[src/hw/rtl/rsps_pkg.sv]
// ----------------------------------------------------------------------------
// RGB565 shape pixel shader package
// Shared types, constants and helper functions for the pixel shader.
// ----------------------------------------------------------------------------
package rsps_pkg;

	// Visible screen area; pixels outside it are never written.
	localparam int SCREEN_WIDTH  = 1024;
	localparam int SCREEN_HEIGHT = 600;

	// Queue between the front and back parts.
	localparam int MID_DEPTH = 8;
	localparam int MID_AW    = $clog2(MID_DEPTH);
	localparam int MID_CW    = $clog2(MID_DEPTH + 1);

	// Result queue at the output of the back part.
	localparam int OUT_DEPTH = 16;
	localparam int OUT_AW    = $clog2(OUT_DEPTH);
	localparam int OUT_CW    = $clog2(OUT_DEPTH + 1);

	// Configuration port.
	localparam int CFG_IW = 3;
	localparam int CFG_DW = 24;

	typedef enum logic [CFG_IW-1:0] {
		CFG_MODE     = 3'd0,
		CFG_ORIGIN_X = 3'd1,
		CFG_ORIGIN_Y = 3'd2,
		CFG_EXTENT_W = 3'd3,
		CFG_EXTENT_H = 3'd4,
		CFG_RADIUS   = 3'd5,
		CFG_COLOR    = 3'd6,
		CFG_ALPHA    = 3'd7
	} cfg_reg_t;

	// Drawing modes.
	localparam logic [1:0] MODE_RECT   = 2'd0;
	localparam logic [1:0] MODE_CIRCLE = 2'd1;
	localparam logic [1:0] MODE_GLOW   = 2'd2;

	localparam logic [7:0] ALPHA_OPAQUE = 8'hFF;
	localparam logic [7:0] GLOW_MIN_K   = 8'd7;

	// Serial divider: dividends for the band reciprocal and the glow scale.
	localparam int          DIV_STEPS  = 25;
	localparam int          DIV_CW     = $clog2(DIV_STEPS);
	localparam logic [24:0] RECIP_NUM  = 25'h100_0000;
	localparam logic [24:0] GLOW_NUM   = 25'h001_0000;
	localparam int          RECIP_SHIFT = 24;

	// Configuration sequencer states.
	typedef enum logic [1:0] {
		CS_IDLE,
		CS_SQUARE,
		CS_RECIP,
		CS_INV
	} cfg_state_t;

	// Work classes decided by the front part.
	typedef enum logic [2:0] {
		CLS_SKIP,
		CLS_FILL,
		CLS_BLEND,
		CLS_FADE,
		CLS_GLOW
	} cls_t;

	// Input beat.
	typedef struct packed {
		logic [9:0]  pixel_x;
		logic [9:0]  pixel_y;
		logic [15:0] dest_pixel;
	} pixel_t;

	// Result beat.
	typedef struct packed {
		logic [15:0] new_pixel;
		logic        write_enable;
	} shade_t;

	// Classified pixel handed from the front to the back part.
	typedef struct packed {
		cls_t        cls;
		logic [15:0] dest;
		logic [16:0] slack;
	} job_t;

	// Configuration registers and the values derived from them.
	typedef struct packed {
		logic [1:0]  mode;
		logic [12:0] origin_x;
		logic [12:0] origin_y;
		logic [11:0] extent_w;
		logic [11:0] extent_h;
		logic [10:0] radius;
		logic [23:0] color;
		logic [7:0]  alpha;
		logic [21:0] r2;
		logic [11:0] band;
		logic [24:0] band_recip;
		logic [16:0] glow_inv;
	} cfg_t;

	// Pack 8-bit channels into RGB565 by truncation.
	function automatic logic [15:0] pack_rgb(input logic [7:0] r, input logic [7:0] g,
			input logic [7:0] b);
		return {r[7:3], g[7:2], b[7:3]};
	endfunction

endpackage

[src/hw/rtl/rsps_cfg.sv]
// ----------------------------------------------------------------------------
// Configuration registers
// Holds the shader registers and derives the squared radius, the fade band,
// its reciprocal and the glow scale with a shared serial divider.
// ----------------------------------------------------------------------------
module rsps_cfg (
	input  logic                        clk,
	input  logic                        arst_n,
	input  logic                        cfg_valid,
	output logic                        cfg_ready,
	input  logic [rsps_pkg::CFG_IW-1:0] cfg_index,
	input  logic [rsps_pkg::CFG_DW-1:0] cfg_data,
	output rsps_pkg::cfg_t              cfg,
	output logic                        busy
);

	rsps_pkg::cfg_state_t state_q, state_nx;

	logic        wr;
	logic        div_run;
	logic        last;
	logic [1:0]  mode_q;
	logic [12:0] origin_x_q, origin_y_q;
	logic [11:0] extent_w_q, extent_h_q;
	logic [10:0] radius_q;
	logic [23:0] color_q;
	logic [7:0]  alpha_q;
	logic [21:0] r2_q;
	logic [11:0] band_q;
	logic [24:0] recip_q;
	logic [16:0] inv_q;
	logic [11:0] band_nx;

	logic [rsps_pkg::DIV_CW-1:0] cnt_q;
	logic [24:0] num_q, quo_q, quo_nx;
	logic [21:0] div_d_q, rem_q, rem_nx;
	logic [22:0] rem_sh;
	logic        ge;

	assign wr      = cfg_valid && cfg_ready;
	assign band_nx = {radius_q, 1'b0} - 12'd1;
	assign last    = (cnt_q == rsps_pkg::DIV_CW'(rsps_pkg::DIV_STEPS - 1));

	// One restoring division step per cycle.
	always_comb begin
		rem_sh = {rem_q, num_q[24]};
		ge     = (rem_sh >= {1'b0, div_d_q});
		rem_nx = ge ? 22'(rem_sh - {1'b0, div_d_q}) : rem_sh[21:0];
		quo_nx = {quo_q[23:0], ge};
	end

	// Sequencer next state.
	always_comb begin
		state_nx = state_q;
		case (state_q)
			rsps_pkg::CS_IDLE: begin
				if (wr && cfg_index == rsps_pkg::CFG_RADIUS)
					state_nx = rsps_pkg::CS_SQUARE;
			end
			rsps_pkg::CS_SQUARE: state_nx = rsps_pkg::CS_RECIP;
			rsps_pkg::CS_RECIP: begin
				if (last)
					state_nx = rsps_pkg::CS_INV;
			end
			rsps_pkg::CS_INV: begin
				if (last)
					state_nx = rsps_pkg::CS_IDLE;
			end
			default: state_nx = rsps_pkg::CS_IDLE;
		endcase
	end

	// Sequencer outputs.
	always_comb begin
		busy    = 1'b1;
		div_run = 1'b0;
		case (state_q)
			rsps_pkg::CS_IDLE:   busy = 1'b0;
			rsps_pkg::CS_SQUARE: div_run = 1'b0;
			rsps_pkg::CS_RECIP:  div_run = 1'b1;
			rsps_pkg::CS_INV:    div_run = 1'b1;
			default:             busy = 1'b1;
		endcase
	end

	assign cfg_ready = !busy;

	// Control state, registers and derived values.
	always_ff @(posedge clk or negedge arst_n) begin
		if (!arst_n) begin
			state_q    <= rsps_pkg::CS_IDLE;
			cnt_q      <= '0;
			mode_q     <= '0;
			origin_x_q <= '0;
			origin_y_q <= '0;
			extent_w_q <= '0;
			extent_h_q <= '0;
			radius_q   <= '0;
			color_q    <= '0;
			alpha_q    <= '0;
			r2_q       <= '0;
			band_q     <= '0;
			recip_q    <= '0;
			inv_q      <= '0;
		end else begin
			state_q <= state_nx;
			cnt_q   <= (div_run && !last) ? cnt_q + 1'b1 : '0;
			if (wr) begin
				case (cfg_index)
					rsps_pkg::CFG_MODE:     mode_q     <= cfg_data[1:0];
					rsps_pkg::CFG_ORIGIN_X: origin_x_q <= cfg_data[12:0];
					rsps_pkg::CFG_ORIGIN_Y: origin_y_q <= cfg_data[12:0];
					rsps_pkg::CFG_EXTENT_W: extent_w_q <= cfg_data[11:0];
					rsps_pkg::CFG_EXTENT_H: extent_h_q <= cfg_data[11:0];
					rsps_pkg::CFG_RADIUS:   radius_q   <= cfg_data[10:0];
					rsps_pkg::CFG_COLOR:    color_q    <= cfg_data[23:0];
					rsps_pkg::CFG_ALPHA:    alpha_q    <= cfg_data[7:0];
					default: ;
				endcase
			end
			if (state_q == rsps_pkg::CS_SQUARE) begin
				r2_q   <= {11'b0, radius_q} * {11'b0, radius_q};
				band_q <= band_nx;
			end
			if (state_q == rsps_pkg::CS_RECIP && last)
				recip_q <= quo_nx;
			if (state_q == rsps_pkg::CS_INV && last)
				inv_q <= quo_nx[16:0];
		end
	end

	// Divider datapath: reciprocal of the band first, then the glow scale.
	always_ff @(posedge clk) begin
		if (state_q == rsps_pkg::CS_SQUARE) begin
			num_q   <= rsps_pkg::RECIP_NUM;
			div_d_q <= {10'b0, band_nx};
			rem_q   <= '0;
			quo_q   <= '0;
		end else if (div_run) begin
			if (state_q == rsps_pkg::CS_RECIP && last) begin
				num_q   <= rsps_pkg::GLOW_NUM;
				div_d_q <= r2_q;
				rem_q   <= '0;
				quo_q   <= '0;
			end else begin
				num_q <= {num_q[23:0], 1'b0};
				rem_q <= rem_nx;
				quo_q <= quo_nx;
			end
		end
	end

	assign cfg.mode       = mode_q;
	assign cfg.origin_x   = origin_x_q;
	assign cfg.origin_y   = origin_y_q;
	assign cfg.extent_w   = extent_w_q;
	assign cfg.extent_h   = extent_h_q;
	assign cfg.radius     = radius_q;
	assign cfg.color      = color_q;
	assign cfg.alpha      = alpha_q;
	assign cfg.r2         = r2_q;
	assign cfg.band       = band_q;
	assign cfg.band_recip = recip_q;
	assign cfg.glow_inv   = inv_q;

endmodule

[config.mk]
export PLATFORM = sky130hd
export DESIGN_NAME = rsps_cfg
export DESIGN_NICKNAME = d
export VERILOG_FILES = /design/src/hw/rtl/rsps_pkg.sv /design/src/hw/rtl/rsps_cfg.sv
export SDC_FILE = /design/constraint.sdc
export NUM_CORES = 1
export LEC_CHECK = 0
export BUFFER_PORTS_ARGS = -buffer_cell sky130_fd_sc_hd__buf_2
export CORE_MARGIN = 4
export CORE_UTILIZATION = 35
export DETAILED_ROUTE_END_ITERATION = 7
export SLEW_MARGIN = 25
export SYNTH_ARGS = -nofsm -noshare
export SYNTH_HDL_FRONTEND = slang
export SYNTH_SLANG_ARGS = --single-unit
export TNS_END_PERCENT = 100
[constraint.sdc]
create_clock -name clk -period 10.3 [get_ports clk]
set_input_delay 1.03 -clock clk [delete_from_list [all_inputs] [get_ports clk]]
set_output_delay 1.03 -clock clk [all_outputs]
set_load 0.02 [all_outputs]
==> flow_summary_export.csv, run 1 <==
group,metric,value,unit
status,status,"finished clean",
min_path,whs_endpoint,"recip_q[24]",
route,wl_per_cell,16.58,um
power_and_ir_drop,vdd_drop_max,0.1132,mV
floorplanning,initial_core_util,0.3553,
setup_path,max_stage_delay,0.73,ns
route,vias,10350,
route,drt_first_pass_iters,4,
power_and_ir_drop,power.density,124.3,nW/um^2
clocking,cts.clk_slew.worst_paths,0.07,ns
global_route,grt_first_pass_wirelength,57680,um
sta,fin_skew,0.01912,ns
setup_path,reg2reg_setup_slack,4.40,ns
route,ant_nets,0,
setup_path,critPathSlowestCell,"dfrtp_1",
setup_path,worstSetupPathDepth,18,
setup_path,timing.rr.start,"radius_q[2]",
global_route,grt_pass1_vias,10690,
global_route,grt.total_usage,0.1588,
sta,period_minus_slack,5.904,ns
setup_path,crit_path_start_kind,"flip-flop",
sta,timing.fmax,169.4,MHz
setup_path,crit_required,10.70,ns
clocking,cts_sinks,254,
min_path,hold_path.class,"reg2reg",
sta,final-max-slew-violation-count,0,
layout,final_cells,2128,
placement,io_buffers,201,
sta,period_share,0.5732,
placement,gp_congestion,0.8616,
clocking,post_cts_resized,0,
synth,synth_edf_count,12,
setup_path,critPathTopFamily,"adder cells",
floorplanning,num_rows,73,
synth,yosysUniqueCellTypes,68,
clocking,cts_tree,"yes",
sta,rsz0062_at_grt,"false",
setup_path,worstReg2RegEnd,"r2_q[19]",
global_route,grt_start_max_net_pins,101,
sta,setup_viol,0,
synth,avgSynthCellArea,10.17,um^2
synth,ys_seq_area_frac,0.4294,
setup_path,path_cells,"nand2_1 -> fa_1 -> fa_1 -> inv_1 -> fa_1 -> fa_1 -> inv_1 -> fa_1 -> inv_1 -> ha_1 -> a21o_2 -> a2111o_1 -> a41o_1 -> a221oi_2 -> nor2b_2 -> o31ai_2 -> xor2_1 -> a21oi_1",
setup_path,worst_setup_path_end_kind,"flip-flop",
clocking,cts_setup_buffers,0,
clocking,htree_levels,1,
route,drt_iter0_drc,432,
setup_path,critPathKind,"reg2reg",
floorplanning,io_pins,203,
clocking,clock_latency,0.56,ns
global_route,gr-total-overflow,0,
setup_path,cp_common_cell,"fa_1",
setup_path,cp.arrival,6.30,ns
layout,final_util,0.4190,
min_path,worst_hold_path.num_cells,2,
sta,fin_tns_setup,0,ns
synth,yosysWarningCount,0,
min_path,min-delay-start,"quo_q[23]",
sta,finalHoldViolations,0,
synth,synthArstFlopShare,0.6969,
setup_path,worstRegToRegCells,18,
setup_path,cp_max_fo,19,
layout,nets,1758,
layout,diodes,0,
layout,area_delta_synth_final,17.92,%
placement,dp_hpwl,26190,um
route,wl,35280,um
global_route,antenna_found_initial,0,
synth,syn_area,14180,um^2
clocking,cts.path.max_buffers,3,
sta,slew_headroom,0.3338,
clocking,cts_made_buffers,29,
layout,final_area,16730,um^2
route,drt-vias-per-instance,4.863,
floorplanning,die_w,209.3,um
route,drc,0,
synth,syn_inst,1395,
clocking,cts_hold_buf,0,
setup_path,path_buf_inv,3,
placement,placed_cells,2074,
clocking,cts_root_buf,"clkbuf_16",
job,drv_cap,0,
floorplanning,core,39910,um^2
synth,syn_nets,1573,
floorplanning,die_h,209.3,um
power_and_ir_drop,leakagePower,8.459,nW
placement,placed_cell_area,15740,um^2
sta,worst_pin_slew,0.9982,ns
synth,synth_flop_cell,"dfrtp_1",
floorplanning,dieArea,43810,um^2
layout,drive_above_1_share,0.2502,
synth,ys_seq_elements,254,
-- Yosys cell counts (7+ instances only) --
cell type    n  area share
nand2_1    200       0.053
dfrtp_1    177        0.31
inv_1      149       0.039
mux2_2     121       0.096
ha_1        84       0.074
a21oi_1     82       0.029
dfxtp_1     65       0.092
fa_1        64       0.090
nor2_1      58       0.015
clkbuf_1    49       0.013
nand3_1     39       0.014
xnor2_1     31       0.019
o21ai_0     25      0.0088
and2_1      24       0.011
o21a_1      23       0.012
o21ai_1     22      0.0078
xor2_1      21       0.013
edfxtp_1    12       0.025
nor3_1      12      0.0042
a21o_1      10      0.0053
nand2b_1    10      0.0044
nor2b_1     10      0.0044
a22o_1       7      0.0043
a31oi_1      7      0.0031
a32oi_1      7      0.0043
-- worst max path at each step --
| stage | startpoint | end | slack [ns] |
|---|---|---|---|
| global placement | radius_q[2] | r2_q[19] | 4.47 |
| finish | radius_q[2] | r2_q[19] | 4.40 |
| detailed placement | radius_q[2] | r2_q[19] | 4.37 |
| floorplan | radius_q[2] | r2_q[19] | 4.43 |
| global route | radius_q[2] | r2_q[19] | 4.00 |
| CTS | radius_q[2] | r2_q[19] | 4.35 |
-- stage by stage --
stage	total power, mW	hold slack (ns)	setup WS, ns
after floorplan	1.021	0.4131	4.433
after CTS	2.115	0.4438	4.348
final	2.080	0.4446	4.396
after global placement	1.046	0.4285	4.474
after detailed placement	1.046	0.4270	4.372
after global routing	2.155	0.4699	4.004
-- worst reg2reg max path, stage by stage, from the launching register on --
cell,delay [ns]
dfrtp_1,0.73
nand2_1,0.22
fa_1,0.50
fa_1,0.55
inv_1,0.06
fa_1,0.50
fa_1,0.54
inv_1,0.05
fa_1,0.52
inv_1,0.04
ha_1,0.34
a21o_2,0.22
a2111o_1,0.30
a41o_1,0.30
a221oi_2,0.33
nor2b_2,0.10
o31ai_2,0.20
xor2_1,0.17
a21oi_1,0.08
-- registers in the layout, indices dropped and copies added (netlist names) --
| name | flops |
|---|---|
| alpha_q | 8 |
| band_q | 12 |
| cnt_q | 5 |
| color_q | 24 |
| div_d_q | 22 |
| extent_h_q | 12 |
| extent_w_q | 12 |
| inv_q | 17 |
| mode_q | 2 |
| num_q | 9 |
| origin_x_q | 13 |
| origin_y_q | 13 |
| quo_q | 24 |
| r2_q | 21 |
| radius_q | 11 |
| recip_q | 25 |
| rem_q | 22 |
| state_q | 2 |
-- final cells by class --
type / count / area, um^2
fillers: 3847 / 23190
multi-input cells: 930 / 7315
flip-flops and latches: 254 / 6091
repair buffers: 214 / 1116
clock buffers: 40 / 817.0
well taps: 525 / 656.9
inverters: 151 / 566.8
clock inverters: 14 / 163.9
-- kinds of logic (layout without fill, tap and decap cells) --
| logic type | count (synthesis) | count (layout) | synth area share |
|---|---|---|---|
| DFF | 254 | 254 | 0.4294 |
| buffers and inverters | 211 | 419 | 0.05663 |
| muxes | 126 | 126 | 0.09968 |
| AOI/OAI and AO/OA | 220 | 220 | 0.09695 |
| other | 1 | 1 | 0.0002644 |
| adders and majority gates | 148 | 148 | 0.1644 |
| and+or+nand+nor | 383 | 383 | 0.1205 |
| xor gates and xnor gates | 52 | 52 | 0.03211 |
-- layer usage --
layer	wire, um	GRT usage	part of all wire	up-vias
li1	-	-	-	5021
met4	743	0.03240	0.021	0
met5	0	0	0	-
met3	2334	0.04410	0.066	45
met1	15510	0.2092	0.44	5060
met2	16690	0.2644	0.47	223
-- report_power, final --
group / leakage, nW / internal, mW / switching [mW]
combinational: 5.08 / 0.00519 / 0.0207
clock: 0.480 / 0.631 / 0.423
sequential: 2.90 / 1.00 / 0
total: 8.46 / 1.64 / 0.444
-- layout by cell type (no fill, tap or decap), types with 4 or more instances in the layout --
cell type,Yosys,final
a211oi_1,4,4
a21o_1,10,10
a21oi_1,82,82
a22o_1,7,7
a31oi_1,7,7
a32oi_1,7,7
and2_1,24,24
buf_2,3,200
buf_4,2,12
clkbuf_1,49,6
clkbuf_16,0,29
clkbuf_8,0,6
clkinv_2,0,4
dfrtp_1,177,177
dfxtp_1,65,65
edfxtp_1,12,12
fa_1,64,64
ha_1,84,83
inv_1,149,149
mux2_2,121,121
mux2i_1,4,4
nand2_1,200,199
nand2b_1,10,10
nand3_1,39,39
nor2_1,58,54
nor2_2,0,4
nor2b_1,10,10
nor3_1,12,12
o211ai_1,5,5
o21a_1,23,23
o21ai_0,25,23
o21ai_1,22,24
o21bai_1,4,4
o31ai_1,4,4
or2_2,4,4
or3_1,6,6
xnor2_1,31,31
xor2_1,21,21
Power figures use the tool's default switching activity.
==> run 2: changes to the inputs <==
Settings changed: ABC_AREA set to 1.
Clock period 10.3 ns to 5.8 ns, I/O delays scaled along.
==> run 2 against run 1 <==
Net effect:
- core utilization is 0.60 points lower
- hold slack worse by 0.36 ns
- fmax is 12% higher
- setup slack worse by 3.9 ns
- critical path type unchanged
- register-to-register slack worse by 3.9 ns
- cell count is 21% higher
- first-iteration DRC count is 63% higher
- synthesized cell count is 32% higher
- largest cell class unchanged
- die area is 4.4% higher
==> flow_summary_export.csv, run 2 <==
group,metric,value,unit
status,status,"finished clean",
synth,synthSimpleGateAreaFrac,0.2100,
synth,synth_xor_area_frac,0.01299,
clocking,post_cts_resized,0,
sta,fin_tns_setup,0,ns
global_route,antenna_found_initial,1,
synth,avgSynthCellArea,8.083,um^2
synth,synthTopCellsByArea,"dfrtp_1, nand2_1, dfxtp_1, fa_1, inv_1",
synth,synth_top_area_frac,0.2986,
route,vias,12260,
synth,synthArstFlopShare,0.6969,
sta,slew_headroom,0.3940,
setup_path,cp_common_cell,"fa_1",
setup_path,cp_max_fo,15,
synth,syn_area,14830,um^2
global_route,grt_start_max_net_pins,118,
clocking,cts_setup_buffers,0,
job,drv_cap,0,
route,drt_first_pass_iters,7,
route,ant_nets,0,
layout,nets,2192,
sta,period_minus_slack,5.270,ns
synth,synthAdderAreaFrac,0.1572,
clocking,cts_root_buf,"clkbuf_16",
synth,yosys.area.top_type,"dfrtp_1",
sta,finalHoldViolations,0,
layout,final_cell_mix,"nand2_1, inv_1, buf_2, dfrtp_1, o21ai_0",
synth,ys_seq_elements,254,
clocking,clock_latency,0.57,ns
synth,synthMuxAreaShare,0.01594,
synth,yosysUniqueCellTypes,39,
placement,io_buffers,201,
synth,synth_top_family_by_area,"simple AND/OR/NAND/NOR gates",
clocking,htree_levels,1,
synth,synth_edf_count,12,
setup_path,critPathSlowestCell,"dfrtp_1",
synth,yosysWarningCount,0,
sta,setup_viol,0,
sta,final-max-slew-violation-count,0,
floorplanning,core,41950,um^2
sta,worst_pin_slew,0.9090,ns
placement,gp_congestion,0.9022,
setup_path,path_cells,"nand2_1 -> fa_1 -> fa_1 -> inv_1 -> fa_1 -> fa_1 -> inv_1 -> fa_1 -> inv_1 -> ha_1 -> a21oi_1 -> o21ai_0 -> a21oi_1 -> o21ai_0 -> or2_2 -> nand3_1 -> nand2_1",
sta,rsz0062_at_grt,"false",
synth,synth-compound-area-share,0.09970,
clocking,cts_tree,"yes",
route,drt_iter0_drc,706,
layout,drive_above_1_share,0.1600,
setup_path,cp.arrival,5.72,ns
synth,syn_nets,2013,
synth,synth_flop_cell,"dfrtp_1",
layout,largest-register,"recip_q",
clocking,cts_sinks,254,
global_route,grt_first_pass_wirelength,66070,um
route,wl_per_cell,16.06,um
setup_path,crit_required,6.25,ns
floorplanning,die_w,213.9,um
global_route,gr-total-overflow,0,
setup_path,critPathKind,"reg2reg",
synth,yosysMostFrequentCell,"nand2_1",
layout,layout_commonest_cell,"nand2_1",
layout,largestRegisters,"recip_q: 25 flops, color_q: 24 flops, quo_q: 24 flops",
placement,dp_hpwl,31300,um
layout,diodes,0,
route,wl,41380,um
synth,syn_inst,1835,
floorplanning,io_pins,203,
sta,period_share,0.9085,
clocking,cts.path.max_buffers,3,
setup_path,crit_path_start_kind,"flip-flop",
layout,area_delta_synth_final,16.81,%
global_route,grt.total_usage,0.1794,
setup_path,max_stage_delay,0.72,ns
synth,synthTopCellsByCount,"nand2_1, inv_1, dfrtp_1",
min_path,hold_path.class,"in2async",
clocking,cts_hold_buf,0,
floorplanning,initial_core_util,0.3536,
setup_path,worstRegToRegCells,17,
layout,largest_reg_flops,25,
clocking,cts.clk_slew.worst_paths,0.07,ns
sta,timing.fmax,189.8,MHz
global_route,grt_pass1_vias,12400,
floorplanning,num_rows,75,
setup_path,worst_setup_path_end_kind,"flip-flop",
clocking,cts_made_buffers,29,
route,drt-vias-per-instance,4.760,
synth,ys_seq_area_frac,0.4106,
floorplanning,dieArea,45740,um^2
sta,fin_skew,0.01282,ns
route,drc,0,
floorplanning,die_h,213.9,um
## run 2: cell types whose count changed after synthesis, moves of 22 or more
cell,change
nand3_1,+27
nand2_1,+343
and2_1,-24
o21ai_0,+140
o21ai_1,-22
inv_1,+136
nand3b_1,+24
o21a_1,-22
mux2_2,-100
a21oi_1,+24
## run 2: worst paths after layout
| kind | start | to | slack [ns] |
|---|---|---|---|
| worst min-delay path | arst_n | recip_q[7] | 0.08 |
| worst min register to register | num_q[16] | num_q[17] | 0.45 |
| worst max register to register | radius_q[1] | r2_q[13] | 0.53 |
| max in group asynchronous | arst_n | origin_x_q[3] | 4.64 |
| worst max-delay path | radius_q[1] | r2_q[13] | 0.53 |
| min in group clk | cfg_data[14] | color_q[14] | 0.25 |
## run 2: kinds of logic (layout without fill, tap and decap cells)
| logic type | after synthesis | count (layout) |
|---|---|---|
| muxes | 21 | 21 |
| buffers and inverters | 356 | 558 |
| DFF | 254 | 254 |
| other | 1 | 1 |
| and+or+nand+nor | 746 | 746 |
| adders and majority gates | 148 | 148 |
| AOI/OAI and AO/OA | 287 | 287 |
| xor gates and xnor gates | 22 | 22 |
## run 2: cell type report
type	count	area [um^2]
fillers	4210	24620
multi-input cells	1225	7377
flip-flops and latches	254	6091
repair buffers	215	1121
inverters	289	1086
clock buffers	35	788.3
well taps	539	674.4
clock inverters	19	188.9
## run 2: critical path: cells and delay by family, from the launching register on
kind	cells	cell delay [ns]
AND/OR/NAND/NOR	4	0.64
adder cells (fa/ha/maj)	6	2.99
flip-flops	1	0.72
buffers and inverters	3	0.14
AO/OA/AOI/OAI	4	0.66
## run 2: through the flow
stage	cells	hold WS, ns	cell area [um^2]	setup WS [ns]	util
after floorplan	1835	0.2844	14830	0.6464	-
after global placement	2522	0.4438	16340	0.6917	0.3896
after detailed placement	2522	0.4521	16340	0.5557	0.3897
after CTS	2576	0.1864	17320	0.5220	0.4129
after global routing	2576	0.1589	17330	0.08969	0.4131
final	2576	0.08397	17330	0.5305	0.4131
## run 2: per-layer routing
| layer | track usage | part of all wire | routed length, um |
|---|---|---|---|
| met1 | 0.2282 | 0.43 | 17690 |
| met2 | 0.3047 | 0.48 | 19760 |
| met3 | 0.04813 | 0.069 | 2863 |
| met4 | 0.04657 | 0.026 | 1057 |
| met5 | 0 | 0 | 0 |
Power of run 2 is left out: the tool's default activity adds up to more than one toggle a clock period on the data nets, which glitch-free logic cannot reach.
==> run 3: changes to the inputs <==
Settings changed: CORE_UTILIZATION 35 to 50, PLACE_DENSITY set to 0.71.
==> run 3 against run 2 <==
Net effect:
- fmax shrank 0.55%
- via count rose by 0.27%
- setup slack worse by 0.029 ns
- register-to-register slack lost 0.03 ns
- cell count decreased by 6.1%
- non-clock buffer count shrank 1
==> flow_summary_export.csv, run 3 (synthesis results as in run 2) <==
group,metric,value,unit
setup_path,critPathSlowestCell,"dfrtp_1",
sta,period_share,0.9136,
setup_path,max_stage_delay,0.68,ns
clocking,cts_made_buffers,29,
sta,period_minus_slack,5.299,ns
setup_path,critPathKind,"reg2reg",
placement,gp_congestion,0.9329,
placement,placed_cells,2366,
sta,setup_viol,0,
clocking,cts_hold_buf,0,
setup_path,crit_required,6.25,ns
placement,io_buffers,201,
floorplanning,num_rows,62,
route,drc,0,
floorplanning,die_w,180.2,um
placement,pre_cts_ws,0.5493,ns
setup_path,crit_path_start_kind,"flip-flop",
clocking,htree_levels,1,
sta,slew_headroom,0.3619,
layout,final_cell_mix,"nand2_1, inv_1, buf_2, dfrtp_1, o21ai_0",
min_path,hold_path.class,"in2async",
route,wl,38050,um
job,drv_cap,0,
sta,rsz0062_at_grt,"false",
clocking,cts.clk_slew.worst_paths,0.06,ns
global_route,grt.total_usage,0.2343,
floorplanning,dieArea,32490,um^2
setup_path,worst_setup_path_end_kind,"flip-flop",
layout,diodes,0,
clocking,cts_root_buf,"clkbuf_16",
layout,largest-register,"recip_q",
global_route,grt_pass1_vias,12640,
floorplanning,io_pins,203,
global_route,grt_start_max_net_pins,92,
global_route,antenna_found_initial,0,
route,drt_first_pass_iters,5,
sta,worst_pin_slew,0.9558,ns
layout,final_cells,2420,
floorplanning,die_h,180.2,um
clocking,cts.path.max_buffers,3,
floorplanning,core,29010,um^2
layout,area_delta_synth_final,15.68,%
route,wl_per_cell,15.72,um
setup_path,path_buf_inv,5,
clocking,cts_setup_buffers,0,
layout,largestRegisters,"recip_q: 25 flops, color_q: 24 flops, quo_q: 24 flops",
status,status,"finished clean",
clocking,cts_sinks,254,
setup_path,critPathTopFamily,"adder cells",
sta,fin_tns_setup,0,ns
sta,fin_skew,0.01187,ns
clocking,post_cts_resized,0,
clocking,cts_tree,"yes",
clocking,clock_latency,0.56,ns
route,drt_iter0_drc,800,
global_route,grt_first_pass_wirelength,63880,um
global_route,gr-total-overflow,0,
setup_path,cp_max_fo,15,
layout,nets,2191,
route,drt-vias-per-instance,5.081,
layout,largest_reg_flops,25,
route,ant_nets,0,
sta,setup_ws,0.5013,ns
route,vias,12300,
sta,final-max-slew-violation-count,0,
placement,dp_hpwl,28660,um
layout,drive_above_1_share,0.1567,
layout,layout_commonest_cell,"nand2_1",
setup_path,cp.arrival,5.75,ns
setup_path,path_cells,"nand2_1 -> fa_1 -> inv_1 -> fa_1 -> inv_1 -> fa_1 -> inv_1 -> fa_1 -> inv_1 -> fa_1 -> inv_1 -> ha_1 -> a21oi_1 -> o21ai_0 -> a21oi_1 -> nand2_1 -> nand2_1 -> nand2_1 -> or2_2 -> nand3_1 -> nand2_1",
floorplanning,initial_core_util,0.5113,
sta,finalHoldViolations,0,
sta,timing.fmax,188.7,MHz
-- run 3: changes by cell type in the layout (fill, tap and decap cells not counted), sizes merged --
cell | previous run | this run
buf | 215 | 214
bufinv | 2 | 5
clkbuf | 35 | 34
clkinv | 9 | 7
clkinvlp | 3 | 4
inv | 294 | 293
-- run 3: final cells by class --
cell class | instances | area, um^2
flip-flops and latches | 254 | 6091
well taps | 384 | 480.5
fillers | 2626 | 11850
inverters | 289 | 1085
repair buffers | 214 | 1110
clock buffers | 34 | 754.5
multi-input cells | 1225 | 7368
clock inverters | 20 | 270.3
-- run 3: worst register-to-register path, delay by kind of cell (launching register included) --
| kind | cells | cell delay, ns |
|---|---|---|
| buffers and inverters | 5 | 0.27 |
| flip-flops | 1 | 0.68 |
| AND/OR/NAND/NOR | 7 | 0.81 |
| adder cells (fa/ha/maj) | 6 | 2.94 |
| AO/OA/AOI/OAI | 3 | 0.49 |
-- run 3: metal layers --
layer,GRT usage,wire [um],vias to the layer above
li1,-,-,6111
met1,0.2962,16120,5800
met2,0.3992,18150,300
met3,0.05046,2355,85
met4,0.08348,1421,0
met5,0,0,-
-- run 3: path summary, 6_finish.rpt --
| check | from | to | slack [ns] | depth (start not counted) |
|---|---|---|---|---|
| hold / removal | arst_n | recip_q[9] | 0.09 | 1 |
| setup / recovery | radius_q[7] | r2_q[16] | 0.50 | 21 |
| min in group clk | cfg_data[7] | radius_q[7] | 0.25 | 3 |
| hold reg to reg | num_q[20] | num_q[21] | 0.46 | 2 |
| setup reg to reg | radius_q[7] | r2_q[16] | 0.50 | 21 |
| max in group asynchronous | arst_n | origin_x_q[0] | 4.56 | 2 |
-- run 3: metrics by stage --
step / utilization / hold slack (ns) / instance area (um^2)
2_1_floorplan: - / 0.2844 / 14830
3_3_place_gp: 0.5561 / 0.4465 / 16130
3_5_place_dp: 0.5561 / 0.4549 / 16130
4_1_cts: 0.5914 / 0.1241 / 17160
5_1_grt: 0.5914 / 0.1669 / 17160
6_report: 0.5914 / 0.09066 / 17160
Power of run 3 is left out for the same reason.
